File: config.mk
export PLATFORM = sky130hd
export DESIGN_NAME = ghd_ram
export DESIGN_NICKNAME = d
export VERILOG_FILES = /design/src/rtl/ghd_ram.sv
export SDC_FILE = /design/constraint.sdc
export NUM_CORES = 1
export LEC_CHECK = 0
export ABC_AREA = 1
export BUFFER_PORTS_ARGS = -buffer_cell sky130_fd_sc_hd__buf_4
export CAP_MARGIN = 20
export CORE_MARGIN = 2
export CORE_UTILIZATION = 40
export CTS_CLUSTER_SIZE = 25
export DETAILED_ROUTE_END_ITERATION = 6
export SKIP_LAST_GASP = 1
export SLEW_MARGIN = 15
export SYNTH_ARGS = -nofsm -noshare
export SYNTH_HDL_FRONTEND = slang
export SYNTH_SLANG_ARGS = --single-unit
File: constraint.sdc
create_clock -name aclk -period 1.7 [get_ports aclk]
set_input_delay 0.255 -clock aclk [delete_from_list [all_inputs] [get_ports aclk]]
set_output_delay 0.255 -clock aclk [all_outputs]
set_load 0.02 [all_outputs]
File: src/rtl/ghd_ram.sv
// ----------------------------------------------------------------------------
// ghd_ram
// Generic simple dual port RAM, one write and one registered read port.
// ----------------------------------------------------------------------------
module ghd_ram #(
    parameter int WIDTH = 8,
    parameter int DEPTH = 16
) (
    input  logic                     aclk,
    input  logic                     we,
    input  logic [$clog2(DEPTH)-1:0] waddr,
    input  logic [WIDTH-1:0]         wdata,
    input  logic [$clog2(DEPTH)-1:0] raddr,
    output logic [WIDTH-1:0]         rdata
);

    logic [WIDTH-1:0] mem [DEPTH];

    // write and registered read
    always_ff @(posedge aclk) begin
        if (we) begin
            mem[waddr] <= wdata;
        end
        rdata <= mem[raddr];
    end

endmodule

Word level (Yosys, flattened, before mapping)
Memories as Yosys holds them, arrays and structs flattened. A register that Yosys moved wholly into a read port is not among the register bits.
Cells that the tools add are included.
Cells by class
  mux-type cells: 2
Operator list (number)
  2-to-1 mux 1 bit: 2
Word-level totals
  bits in registers: 0
  RAM bits: 128
  input bits: 18
  output and inout bits: 8
  word-level logic and storage cells: 3
  memories kept: 1
Memories
  mem: depth 16, bits a word 8, read ports 1, clocked after Yosys merged registers in 1, write ports 1, line 17  | logic [WIDTH-1:0] mem [DEPTH];

Longest topological paths before layout
Gate-level depths: netlist of the first run.
  depth after elaboration: 2
  depth in mapped cells: 8
  mapped depth without buffers: 7

Least setup slack after synthesis of the first run
No wires, ideal clock.
  kind: input port to flip-flop
  start point: in waddr[2]
  end point: mem mem[10][0], enable pin
  setup time: 370 ps
  arrival: 836 ps
  data required time: 1330 ps
  path slack: 494 ps
  stages on the path: 2
  path buffers: 0
  cell sequence: nand3b_1 > nor2_1
RTL lines
  start, declared: line 11  | input logic [$clog2(DEPTH)-1:0] waddr,
  end, declared: line 17
Straight into the memory's write port.

Worst setup path after layout of the first run
  start point: reg rdata[7], read port of mem
  end point: out rdata[7]
RTL lines
  start, declared: line 14  | output logic [WIDTH-1:0] rdata
No word-level cell between the ends.

==> reports/results.txt, run 1 <==
The run gives 0.646 mV as the peak ir drop on the vdd network. Entering global routing, the biggest net connects 65 pins. The TritonCTS sink count is 136, and the power density of the placed cells is 1160 mW/mm^2.

The average via count per standard cell is 4.82, and the largest fanout on the critical path is 1. After synthesis, the share of flip-flops with an asynchronous set or reset is 0%. The slowest library cell on the worst path is sky130_fd_sc_hd__dfxtp_1. Clock-pin slew was measured on the worst setup and hold paths at 60 ps. The critical setup path kind was register to primary output. The library cell with the largest summed area after synthesis was sky130_fd_sc_hd__edfxtp_1. The number of buffers added on ports is 25, and the count of yosys warnings during synthesis is 0. The die span in y was 124 microns; the post-synthesis compound-gate area fraction was 0%. The number of antenna violations at the first check in global routing was 0.

Based on the critical path, the design can be clocked at up to 866 MHz. The synthesized design contains 128 enable-type register cells. The largest stage delay on the critical path came out at 340 ps.

Average routed wire per standard cell: 16.2 microns. Summed over all nets, the half-perimeter wirelength after detailed placement is 7660 microns. The tools report the final max-slew violation count as 0.

The post-CTS setup repair buffer count was 0; the total I/O pin count was 26. The synthesized netlist devotes 21.0% of its cell area to simple gates. The routed layout has 3774 vias. The most instantiated library cell after synthesis is sky130_fd_sc_hd__nand2_1. Across the run, the number of max-cap violations was 0. The sequential share of the synthesized area was 69.4%; the net count of the mapped netlist was 569.

The tools report the critical path launch point type as a register. The tools report the antenna diode count as 0. Yosys attributes the largest share of cell area to sky130_fd_sc_hd__edfxtp_1, sky130_fd_sc_hd__nand2_1, sky130_fd_sc_hd__nand3_1. In this run the cell area measured after placement is 0.00618 sq mm.

In this run the horizontal extent of the chip is 124 microns. The synthesized netlist devotes 0% of its cell area to adder and majority cells. The area added between synthesis and finish works out to 17.3%. TritonCTS built the clock tree.

The run gives 4 as the level count of the clock H-tree. Buffers inserted during clock tree synthesis total 17. For this configuration, the core starts out at a cell density of 41.2%.

The data arrival time of the critical path was 900 ps. The average size of a mapped cell was 10.5 sq um. For the area of the mapped netlist, the log shows 0.00577 sq mm. The hold violation total from the final report is 0, and the share of total power in the clock network is 45.6%. Ranked by instance count, the synthesized netlist is headed by sky130_fd_sc_hd__nand2_1, sky130_fd_sc_hd__edfxtp_1, sky130_fd_sc_hd__inv_1.

In this run the worst hold path is classified as input port to register. The via count of the first global-routing pass was 3645; the xor and xnor area share after synthesis was 0%. The internal power is 6.14 mW, and the count of cell types in the netlist is 12. The net switching power came out at 1.72 mW. Of the total power, registers draw 48.0%. The insertion delay to the later sink of the worst-skew pair came out at 420 ps.

In this run the static leakage power is 2.93 nW. The run gives 8.86 ps as the post-route clock skew. The hold-fix buffer count after cts is 0, and the flip-flop and latch count after synthesis is 136. The total buffers and inverters traversed by the critical path is 1, and the data required time of the critical path is 1440 ps. The die covers 0.0154 sq mm.

For the area of the core, the log shows 0.0140 sq mm. The clock period could shrink to 1160 ps. The run finished with clean final reports.

On the critical path the largest part of the delay comes from flip-flops. The final standard cell utilization of the core came out at 48.4%. The area share of the largest cell type after synthesis is 66.7%, and the fraction of final layout cells with drive strength greater than 1 is 12.6%. At the pin with the least slew margin, the transition time is 650 ps. Walking the worst path, the cells encountered are buf_4.

The remaining global-route overflow was 0. Dominant register cell in the synthesized netlist: sky130_fd_sc_hd__edfxtp_1. Setup repair after global routing left no endpoint under its margin.

Measured against the total synthesized area, the mux share comes to 0%. The total routing usage reported by global routing is 18.3%. STA classifies the critical path endpoint as a primary output. The accumulated negative setup slack is 0 ps, and the number of violations reported at the end of detailed-routing iteration 0 is 402.

In this run, the combinational gates consume 6.4% of the power. The logs give 2 for the maximum buffer depth of the clock tree and 608 for the net total in the final layout. The detail route stage leaves a number of antenna-violating nets equal to 0. After technology mapping, the gate count stands at 551.

At the end of routability-driven placement, the weighted congestion stood at 0.757. The first-pass GRT wire length is 20100 microns, and the number of optimization iterations in the first detailed-route pass is 7. After synthesis, the largest family of logic cells by area is simple AND/OR/NAND/NOR gates. The root buffer cell chosen for the clock tree is sky130_fd_sc_hd__clkbuf_16. Summed over all layers, the routed wires come to 12700 microns. The initialized floorplan defines 43 standard-cell rows. The run gives 0 as the total setup violations reported at the end of the flow.

After routing the design area is 0.00677 sq mm. The remaining max-slew budget at the tightest pin came out at 56.6%. Net switching is 21.8% of the power. In the routed design, unresolved DRC markers number 0.

The number of gates resized after CTS was 0. In the finished design, the share of the clock period the worst path needs comes to 68.0%.
-- cells in the final DEF (no fill, tap or decap) --
cell	n
sky130_fd_sc_hd__bufinv_16	2
sky130_fd_sc_hd__inv_1	100
sky130_fd_sc_hd__clkbuf_16	17
sky130_fd_sc_hd__buf_12	2
sky130_fd_sc_hd__dfxtp_1	8
sky130_fd_sc_hd__clkinv_2	3
sky130_fd_sc_hd__nor2_1	17
sky130_fd_sc_hd__nand3b_1	2
sky130_fd_sc_hd__inv_6	1
sky130_fd_sc_hd__clkbuf_1	2
sky130_fd_sc_hd__clkbuf_8	2
sky130_fd_sc_hd__clkinv_4	2
sky130_fd_sc_hd__nand3_1	97
sky130_fd_sc_hd__edfxtp_1	128
sky130_fd_sc_hd__inv_2	2
sky130_fd_sc_hd__clkinvlp_4	3
sky130_fd_sc_hd__nand2_1	173
sky130_fd_sc_hd__buf_4	42
-- path summary, 6_finish.rpt --
kind                            depth (start not counted)                to                 start  slack [ps]
worst max-delay path                                    1          rdata[7]      rdata[7]$_DFF_P_         540
worst min-delay path                                    3  rdata[2]$_DFF_P_              raddr[3]         180
worst max register to register                          6  rdata[6]$_DFF_P_  mem[10][6]$_DFFE_PP_         630
worst min register to register                          6  rdata[2]$_DFF_P_  mem[12][2]$_DFFE_PP_         660
-- cell families after synthesis --
family,after synthesis
and+or+nand+nor,289
DFF,136
buffers and inverters,126
-- stage by stage --
step	cells	power (mW)	hold slack, ps	setup slack, ps
3_3_place_gp	751	4.34	594	209
3_5_place_dp	751	4.34	585	224
6_report	783	7.86	175	545
5_1_grt	783	8.11	165	497
2_1_floorplan	551	4.13	354	494
4_1_cts	783	7.90	152	523
-- registers in the layout, indices dropped and copies added (netlist names) --
name	cells
rdata	8
mem	128
-- power by group through the flow --
stage / combinational (mW) / clock [mW] / sequential (mW)
2_1_floorplan: 0.264 / 0 / 3.86
3_3_place_gp: 0.499 / 0 / 3.84
3_5_place_dp: 0.503 / 0 / 3.84
4_1_cts: 0.507 / 3.63 / 3.77
5_1_grt: 0.556 / 3.78 / 3.78
6_report: 0.501 / 3.59 / 3.77
-- routing by layer --
layer	wire length, microns	track usage [%]	part of all wire (%)
met5	0	0	0
met4	275	8.08	2.2
met3	611	4.58	4.8
met2	6000	28.0	47
met1	5830	24.8	46
-- final cells by class --
cell class                      instances  area [sq um]
Clock buffer                           21           460
Clock inverter                         11           124
Tap cell                              180           225
Timing Repair Buffer                   44           355
Fill cell                            1308          7220
Sequential cell                       136          4000
Inverter                              102           383
Multi-Input combinational cell        289          1210
-- worst min-delay path, cell delays in order --
cell,delay (ps)
sky130_fd_sc_hd__buf_4,160
sky130_fd_sc_hd__nand3_1,90
sky130_fd_sc_hd__nand2_1,50
(Power assumes the default switching activity.)
==> run 2: changes to the inputs <==
- clock period: 1.7 -> 1.1 ns (I/O delays scaled with it)
==> run 2 against run 1 <==
Against the previous run:
- global-route usage is 1.3 points higher
- core utilization is 1.6 points higher
- cell area is 3.4% higher
- routed wire length is 6.5% higher
- sequential share of layout area is 1.9 points lower
- cell count is 1.8% higher
- register-to-register slack worse by 540 ps
- non-clock buffer count is 14 higher
- critical endpoint is now rdata[3]
- worst hold slack worse by 84 ps
==> reports/results.txt, run 2 (synthesis results as in run 1) <==
The flow ran to the end, and the final reports show no timing, DRC or antenna violations. The peak ir drop on the vdd network was 1.04 mV (+61%); the internal power was 9.72 mW (+58%). The run gives 305 (-24%) as the number of violations reported at the end of detailed-routing iteration 0. In the layout the commonest cells are sky130_fd_sc_hd__nand2_1, sky130_fd_sc_hd__edfxtp_1, sky130_fd_sc_hd__inv_1, sky130_fd_sc_hd__nand3_1, sky130_fd_sc_hd__buf_4. The number of buffers added on ports is 25 (unchanged).

The total wirelength of the detailed-routed design was 13500 microns (+6.5%); the minimum period implied by the final worst setup slack was 1070 ps. The total buffers and inverters traversed by the critical path is 1 (unchanged). The switching share of power came out at 22.7% (+0.81 points). The remaining global-route overflow was 0 (unchanged). On the critical path, the stage with the largest delay is an instance of sky130_fd_sc_hd__dfxtp_1.

The largest fanout on the critical path was 1 (unchanged); the DRC violations left was 0 (unchanged). The logs give 3.04 nW (+3.9%) for the leakage component of the power and 32.5% (+4.6 points) for the met2 track utilization from global routing. The routing layer with the top usage in global route was met2. The tools report the post-route clock skew as 6.85 ps (-2.01 ps). The part of the total power dissipated in combinational logic is 6.9% (+0.5 points). The proportion of power drawn by flip-flops and latches is 46.4% (-1.6 points). The tools report the first-pass GRT wire length as 21500 microns (+7.0%).

The total clock buffers created by CTS is 17 (unchanged), and the total routing usage reported by global routing is 19.6% (+1.3 points). The total via count in the routed design is 3893 (+3.2%), and the largest net degree at the start of global routing is 26 (-60%). TritonCTS built the clock tree. Compared with the post-synthesis result, the final layout area differs by 21.3%. The number of antenna violations at the first check in global routing was 0 (unchanged).

The tools report the total setup violations reported at the end of the flow as 0 (unchanged). The share of total power in the clock network came out at 46.7% (+1.1 points). Number of max-capacitance violations reported: 0 (unchanged). The classification of the worst-slack hold path is input port to register. The logs give 2 (unchanged) for the maximum buffer depth of the clock tree and -154 ps (-377 ps) for the pre-CTS setup slack.

The logs give 26 (unchanged) for the total I/O pin count and 0.811 (+7.2%) for the last weighted congestion value of the routability-driven placer. The tools report the data arrival time of the critical path as 910 ps (about the same). Traced cell by cell, the critical path runs through buf_4. The run gives 28.3 ps (-516 ps) as the final critical-path setup slack. The clock input transition at the sequential cells of the worst setup and hold paths is 60 ps (about the same). The die span in y is 124 microns (unchanged).

The remaining max-slew budget at the tightest pin was 77.9% (+21 points). The net switching power came out at 2.85 mW (+66%). The average routed wire per standard cell was 17.0 microns (+4.7%); the number of optimization iterations in the first detailed-route pass was 6 (-1). The power density of the placed cells works out to 1800 mW/mm^2 (+55%). The met1 track demand over resource in global routing is 25.1% (+0.30 points). Starting density of the core: 41.2% (unchanged). The cell sitting at the root of the clock tree is a sky130_fd_sc_hd__clkbuf_16. The antenna diode count is 0 (unchanged).

For the number of placement rows, the log shows 43 (unchanged). The level count of the clock H-tree was 4 (unchanged). After layout, the worst path uses 97.4% of the clock period.

The average via count per standard cell was 4.88 (+1.3%). Critical path launch point type: a register. The critical setup path kind was register to primary output. The final standard cell utilization of the core is 50.0% (+1.6 points), and the hold violation total from the final report is 0 (unchanged).

Among cell families on the critical path, the largest total delay comes from flip-flops. The number of nets with antenna violations after detailed routing was 0 (unchanged); the insertion delay to the later sink of the worst-skew pair was 410 ps (about the same). The slew at the pin closest to its max-slew limit came out at 332 ps (-318 ps). The largest stage delay on the critical path was 350 ps (about the same). Top register by number of flip-flops: mem. For the area of the core, the log shows 0.0140 sq mm (unchanged).

The logs give 8390 microns (+9.6%) for the post-detailed-placement half-perimeter wirelength and 90.9 ps (-84.5 ps) for the final hold slack. The net total in the final layout is 622 (+2.3%). Number of flip-flops under the largest register name: 128 (unchanged). The global routing met3 resource utilization was 3.66% (-0.92 points); the TritonCTS sink count was 136 (unchanged). The via count of the first global-routing pass was 3832 (+5.1%). Setup repair after global routing left no endpoint under its margin. The die width was 124 microns (unchanged); the overall die area was 0.0154 sq mm (unchanged). In the final layout, the registers with the most flip-flops are mem (128), rdata (8). The data required time of the critical path was 940 ps (-500 ps); the final max-slew violation count was 0 (unchanged). Static timing analysis puts the maximum clock frequency at 933 MHz. The run gives 12.6 mW (+60%) as the post-route total power. Kind of end point of the critical path: a primary output.

Fraction of final layout cells with drive strength greater than 1: 15.6% (+3.0 points). The commonest non-fill, non-tap cell in the layout was sky130_fd_sc_hd__nand2_1.
-- run 2: changes by cell type in the layout (fill, tap and decap cells not counted), sizes merged --
cell	delta
buf	+14
bufinv	+1
clkbuf	-4
clkinv	-2
inv	+5
-- run 2: cell type report --
class                   count  area, sq um
multi-input cells         289         1230
well taps                 180          225
clock buffers              17          425
inverters                 102          383
repair buffers             58          536
clock inverters            15          191
flip-flops and latches    136         4010
fillers                  1229         6990
-- run 2: repair_timing --
item                                    in CTS  in global routing
buffers inserted                             0                  0
endpoints found under the setup margin       1                  2
gates resized for setup                      1                  3
hold buffers                                 0                  0
-- run 2: worst paths after layout --
| kind | start | end | slack, ps | depth (start not counted) |
|---|---|---|---|---|
| max | rdata[3]$_DFF_P_ | rdata[3] | 30 | 1 |
| min | raddr[3] | rdata[4]$_DFF_P_ | 90 | 3 |
| max reg2reg | mem[6][2]$_DFFE_PP_ | rdata[2]$_DFF_P_ | 90 | 6 |
| min reg2reg | mem[12][5]$_DFFE_PP_ | rdata[5]$_DFF_P_ | 660 | 6 |
-- run 2: power groups by stage --
stage                     clock network (mW)  logic (mW)  registers [mW]
after global placement                     0       0.844            5.94
after floorplan                            0       0.409            5.97
after CTS                               5.94       0.863            5.83
after detailed placement                   0       0.857            5.94
final                                   5.87       0.862            5.83
after global routing                    6.16       0.952            5.84
-- run 2: metal layers --
| layer | share of wire [%] | vias to the layer above | wire length (microns) |
|---|---|---|---|
| met2 | 48 | 132 | 6510 |
| met3 | 6.5 | 26 | 887 |
| met5 | 0 | - | 0 |
| met1 | 43 | 1851 | 5770 |
| met4 | 2.8 | 0 | 382 |
| li1 | - | 1884 | - |
-- run 2: metrics by stage --
| step | std cells | TNS (ps) | area [sq um] |
|---|---|---|---|
| after floorplan | 551 | -1010 | 5770 |
| after global placement | 765 | -1620 | 6360 |
| after detailed placement | 765 | -2830 | 6360 |
| after CTS | 797 | 0 | 6980 |
| after global routing | 797 | 0 | 6990 |
| final | 797 | 0 | 6990 |
==> run 3: changes to the inputs <==
- ABC_AREA: 1 -> not set
==> run 3 against run 2 <==
Against the previous run:
- first-iteration DRC count fell by 22%
- routed wire length fell by 28%
- cell area fell by 4.7%
- the run now ends with setup timing left
- combinational power fell by 13%
- sequential share of layout area rose by 2.8 points
- flip-flop and latch count did not move
- total power fell by 0.66%
- clock-buffer cell count rose by 2
- global-route usage fell by 3.8 points
==> reports/results.txt, run 3 <==
The flow ran to the end, but the final reports show violations. The final reports fail on setup timing. The tools report the area of the core as 0.0126 sq mm (-10%).

Classification of the worst-slack hold path: input port to register. Critical setup path kind: register to register. The tools report the level count of the clock H-tree as 4 (unchanged). The largest net degree at the start of global routing was 17 (-35%).

The run gives 229 (-58%) as the count of mapped cells out of synthesis. The area added between synthesis and finish came out at 29.4%. The logs give 4.96% (+1.3 points) for the global routing met3 resource utilization and 77.8% (+8.4 points) for the sequential share of the synthesized area.

The async set-reset flop share out of synthesis is 0% (unchanged), and the number of nets with antenna violations after detailed routing is 0 (unchanged). The largest registers in the layout are mem (128), rdata (8). The most instantiated library cell after synthesis was sky130_fd_sc_hd__edfxtp_1. The logs give 410 ps (about the same) for the insertion delay to the later sink of the worst-skew pair and 247 (-57%) for the net count of the mapped netlist.

Number of violations reported at the end of detailed-routing iteration 0: 238 (-22%). The area of the mapped netlist is 0.00515 sq mm (-11%). The top register by number of flip-flops is mem.

The layer flagged by global routing as most heavily used is met2. Data required time of the critical path: 1380 ps (+440 ps). The final cell area excluding filler cells came out at 0.00666 sq mm (-4.7%). The via count of the first global-routing pass came out at 2743 (-28%). The placed standard-cell area was 0.00598 sq mm (-6.0%); the met2 track utilization from global routing was 24.6% (-7.9 points). The tools report the highest attainable clock frequency as 776 MHz (-17%).

Setup repair after global routing could not meet its margin everywhere. The kind of end point of the critical path is a register. The antenna diode count came out at 0 (unchanged). Counting instances in the post-synthesis netlist gives the leading cell types as sky130_fd_sc_hd__edfxtp_1, sky130_fd_sc_hd__mux4_2, sky130_fd_sc_hd__a22oi_1. The average size of a mapped cell was 22.5 sq um (+110%); the peak ir drop on the vdd network was 1.37 mV (+32%). The remaining max-slew budget at the tightest pin was 39.0% (-39 points). For the final critical-path setup slack, the log shows -189 ps (-217 ps).

The run gives 0 (unchanged) as the count of yosys warnings during synthesis. The number of flip-flops under the largest register name was 128 (unchanged); the post-detailed-placement half-perimeter wirelength was 6600 microns (-21%). The die width was 117 microns (-5.3%); the average routed wire per standard cell was 19.9 microns (+17%). The flip-flop and latch count after synthesis was 136 (unchanged). The run gives 490 (-39%) as the final instance count without filler cells. The run gives 960 (-22%) as the filler cell count.

The total routing usage reported by global routing is 15.8% (-3.8 points), and the total clock buffers created by CTS is 17 (unchanged). The tools report the number of max-capacitance violations reported as 0 (unchanged). The number of buffers added on ports was 25 (unchanged). Last weighted congestion value of the routability-driven placer: 0.711 (-12%).

The total setup violations reported at the end of the flow was 8 (+8). Among all flip-flop cells after synthesis, the most frequent one is sky130_fd_sc_hd__edfxtp_1. STA classifies the critical path startpoint as a register. sky130_fd_sc_hd__edfxtp_1 takes more of the synthesized area than any other cell. The logs give 4.70 ps (-2.15 ps) for the post-route clock skew and 0 (unchanged) for the remaining global-route overflow. The maximum buffer depth of the clock tree is 2 (unchanged), and the number of placement rows is 41 (-4.7%). The number of synthesized flops with an enable pin is 128 (unchanged).

By area the synthesized netlist is led by sky130_fd_sc_hd__edfxtp_1, sky130_fd_sc_hd__mux4_2, sky130_fd_sc_hd__mux4_1. The overall die area is 0.0138 sq mm (-10%). The DRC violations left was 0 (unchanged); the hold-fix buffer count after cts was 0 (unchanged). The power density of the placed cells is 1870 mW/mm^2 (+4.3%), and the cell count after placement is 458 (-40%). Average via count per standard cell: 5.06 (+3.7%). The final max-slew violation count is 0 (unchanged), and the total I/O pin count is 26 (unchanged). The logs give 2.24 nW (-26%) for the leakage component of the power and 0 (unchanged) for the number of antenna violations at the first check in global routing.

The minimum period implied by the final worst setup slack was 1290 ps (+217 ps); the first-pass GRT wire length was 15600 microns (-27%). TritonCTS built the clock tree. The data arrival time of the critical path was 1570 ps (+660 ps); the fraction of final layout cells with drive strength greater than 1 was 48.4% (+33 points).

The clock input transition at the sequential cells of the worst setup and hold paths is 50 ps (about the same). The tools report the total via count in the routed design as 2481 (-36%). The total wirelength of the detailed-routed design is 9740 microns (-28%), and the TritonCTS sink count is 136 (unchanged).

The starting density of the core is 41.0% (-0.27 points). Met1 track demand over resource in global routing: 20.7% (-4.4 points). The number of optimization iterations in the first detailed-route pass came out at 4 (-2). The slew at the pin closest to its max-slew limit works out to 913 ps (+582 ps).

The accumulated negative setup slack is -1070 ps (-1070 ps). The library cells used most frequently in the layout, excluding fill and tap cells, are sky130_fd_sc_hd__edfxtp_1, sky130_fd_sc_hd__buf_4, sky130_fd_sc_hd__mux4_2, sky130_fd_sc_hd__clkbuf_16, sky130_fd_sc_hd__buf_12. Pre-CTS setup slack: -514 ps (-360 ps). Leaving out fill and tap cells, the most frequent cell in the layout is sky130_fd_sc_hd__edfxtp_1. The tree is rooted in a sky130_fd_sc_hd__clkbuf_16. The count of cell types in the netlist came out at 19 (+7). The net total in the final layout was 323 (-48%); the part of the cycle the worst path needs was 117% (+20 points). The die span in y is 117 microns (-5.3%), and the post-CTS setup repair buffer count is 0 (unchanged). Area share of the largest cell type after synthesis: 74.7% (+8.0 points).

For the hold violation total from the final report, the log shows 0 (unchanged). The largest fanout on the critical path is 1 (unchanged).
run 3: cell types whose count changed in the layout (fill, tap and decap cells not counted), sizes merged, moves of 9 or more:
cell   delta
a22oi    +16
buf       +9
inv     -107
mux4     +32
nand2   -164
nand3    -96
run 3: cell families (layout without fill, tap and decap cells):
logic type	after synthesis	count (layout)	synth area share, %
muxes	32	32	15.0
buffers and inverters	10	99	1.68
and+or+nand+nor	35	35	3.18
DFF	136	136	77.8
AOI/OAI and AO/OA	16	16	2.33
run 3: routing by layer:
layer,vias to the layer above,wire [microns]
met1,1275,4070
li1,1111,-
met5,-,0
met4,0,127
met3,9,682
met2,86,4860
run 3: final cells by class:
class	count	area, sq um	share of cell area (%)
repair buffers	67	691	10.4
multi-input cells	83	1120	16.9
well taps	172	215	3.23
flip-flops and latches	136	4010	60.1
clock buffers	19	453	6.80
clock inverters	13	175	2.63
run 3: repair_timing:
action                                 4_1_cts  5_1_grt
endpoints found under the hold margin        0        0
setup endpoints to repair                    8        9
pin swaps                                    3        2
resized for setup                           10        3
run 3: worst paths after layout:
kind                                           start             endpoint  depth (start not counted)  slack, ps
worst min-delay path                        wdata[0]  mem[7][0]$_DFFE_PP_                          1         60
worst min register to register  mem[14][0]$_DFFE_PP_     rdata[0]$_DFF_P_                          3        680
worst max-delay path             mem[3][5]$_DFFE_PP_     rdata[5]$_DFF_P_                          3       -190
worst max register to register   mem[3][5]$_DFFE_PP_     rdata[5]$_DFF_P_                          3       -190
run 3: through the flow:
| step | hold WS, ps | power, mW | util [%] |
|---|---|---|---|
| after floorplan | 264 | 6.30 | - |
| after global placement | 476 | 6.66 | 47.6 |
| after detailed placement | 486 | 6.68 | 47.6 |
| after CTS | 52.1 | 12.6 | 52.9 |
| after global routing | 60.4 | 12.9 | 53.0 |
| final | 62.6 | 12.5 | 53.0 |
run 3: worst max-delay path, stage by stage, from the launching register on:
cell,delay [ps]
sky130_fd_sc_hd__edfxtp_1,350
sky130_fd_sc_hd__mux4_2,480
sky130_fd_sc_hd__a22oi_2,220
sky130_fd_sc_hd__nand2_1,110
run 3: power breakdown:
part / leakage (nW) / internal, mW / switching (mW)
combinational: 0.714 / 0.371 / 0.383
clock: 0.306 / 3.89 / 2.00
sequential: 1.22 / 5.80 / 0.0361
total: 2.24 / 10.1 / 2.42
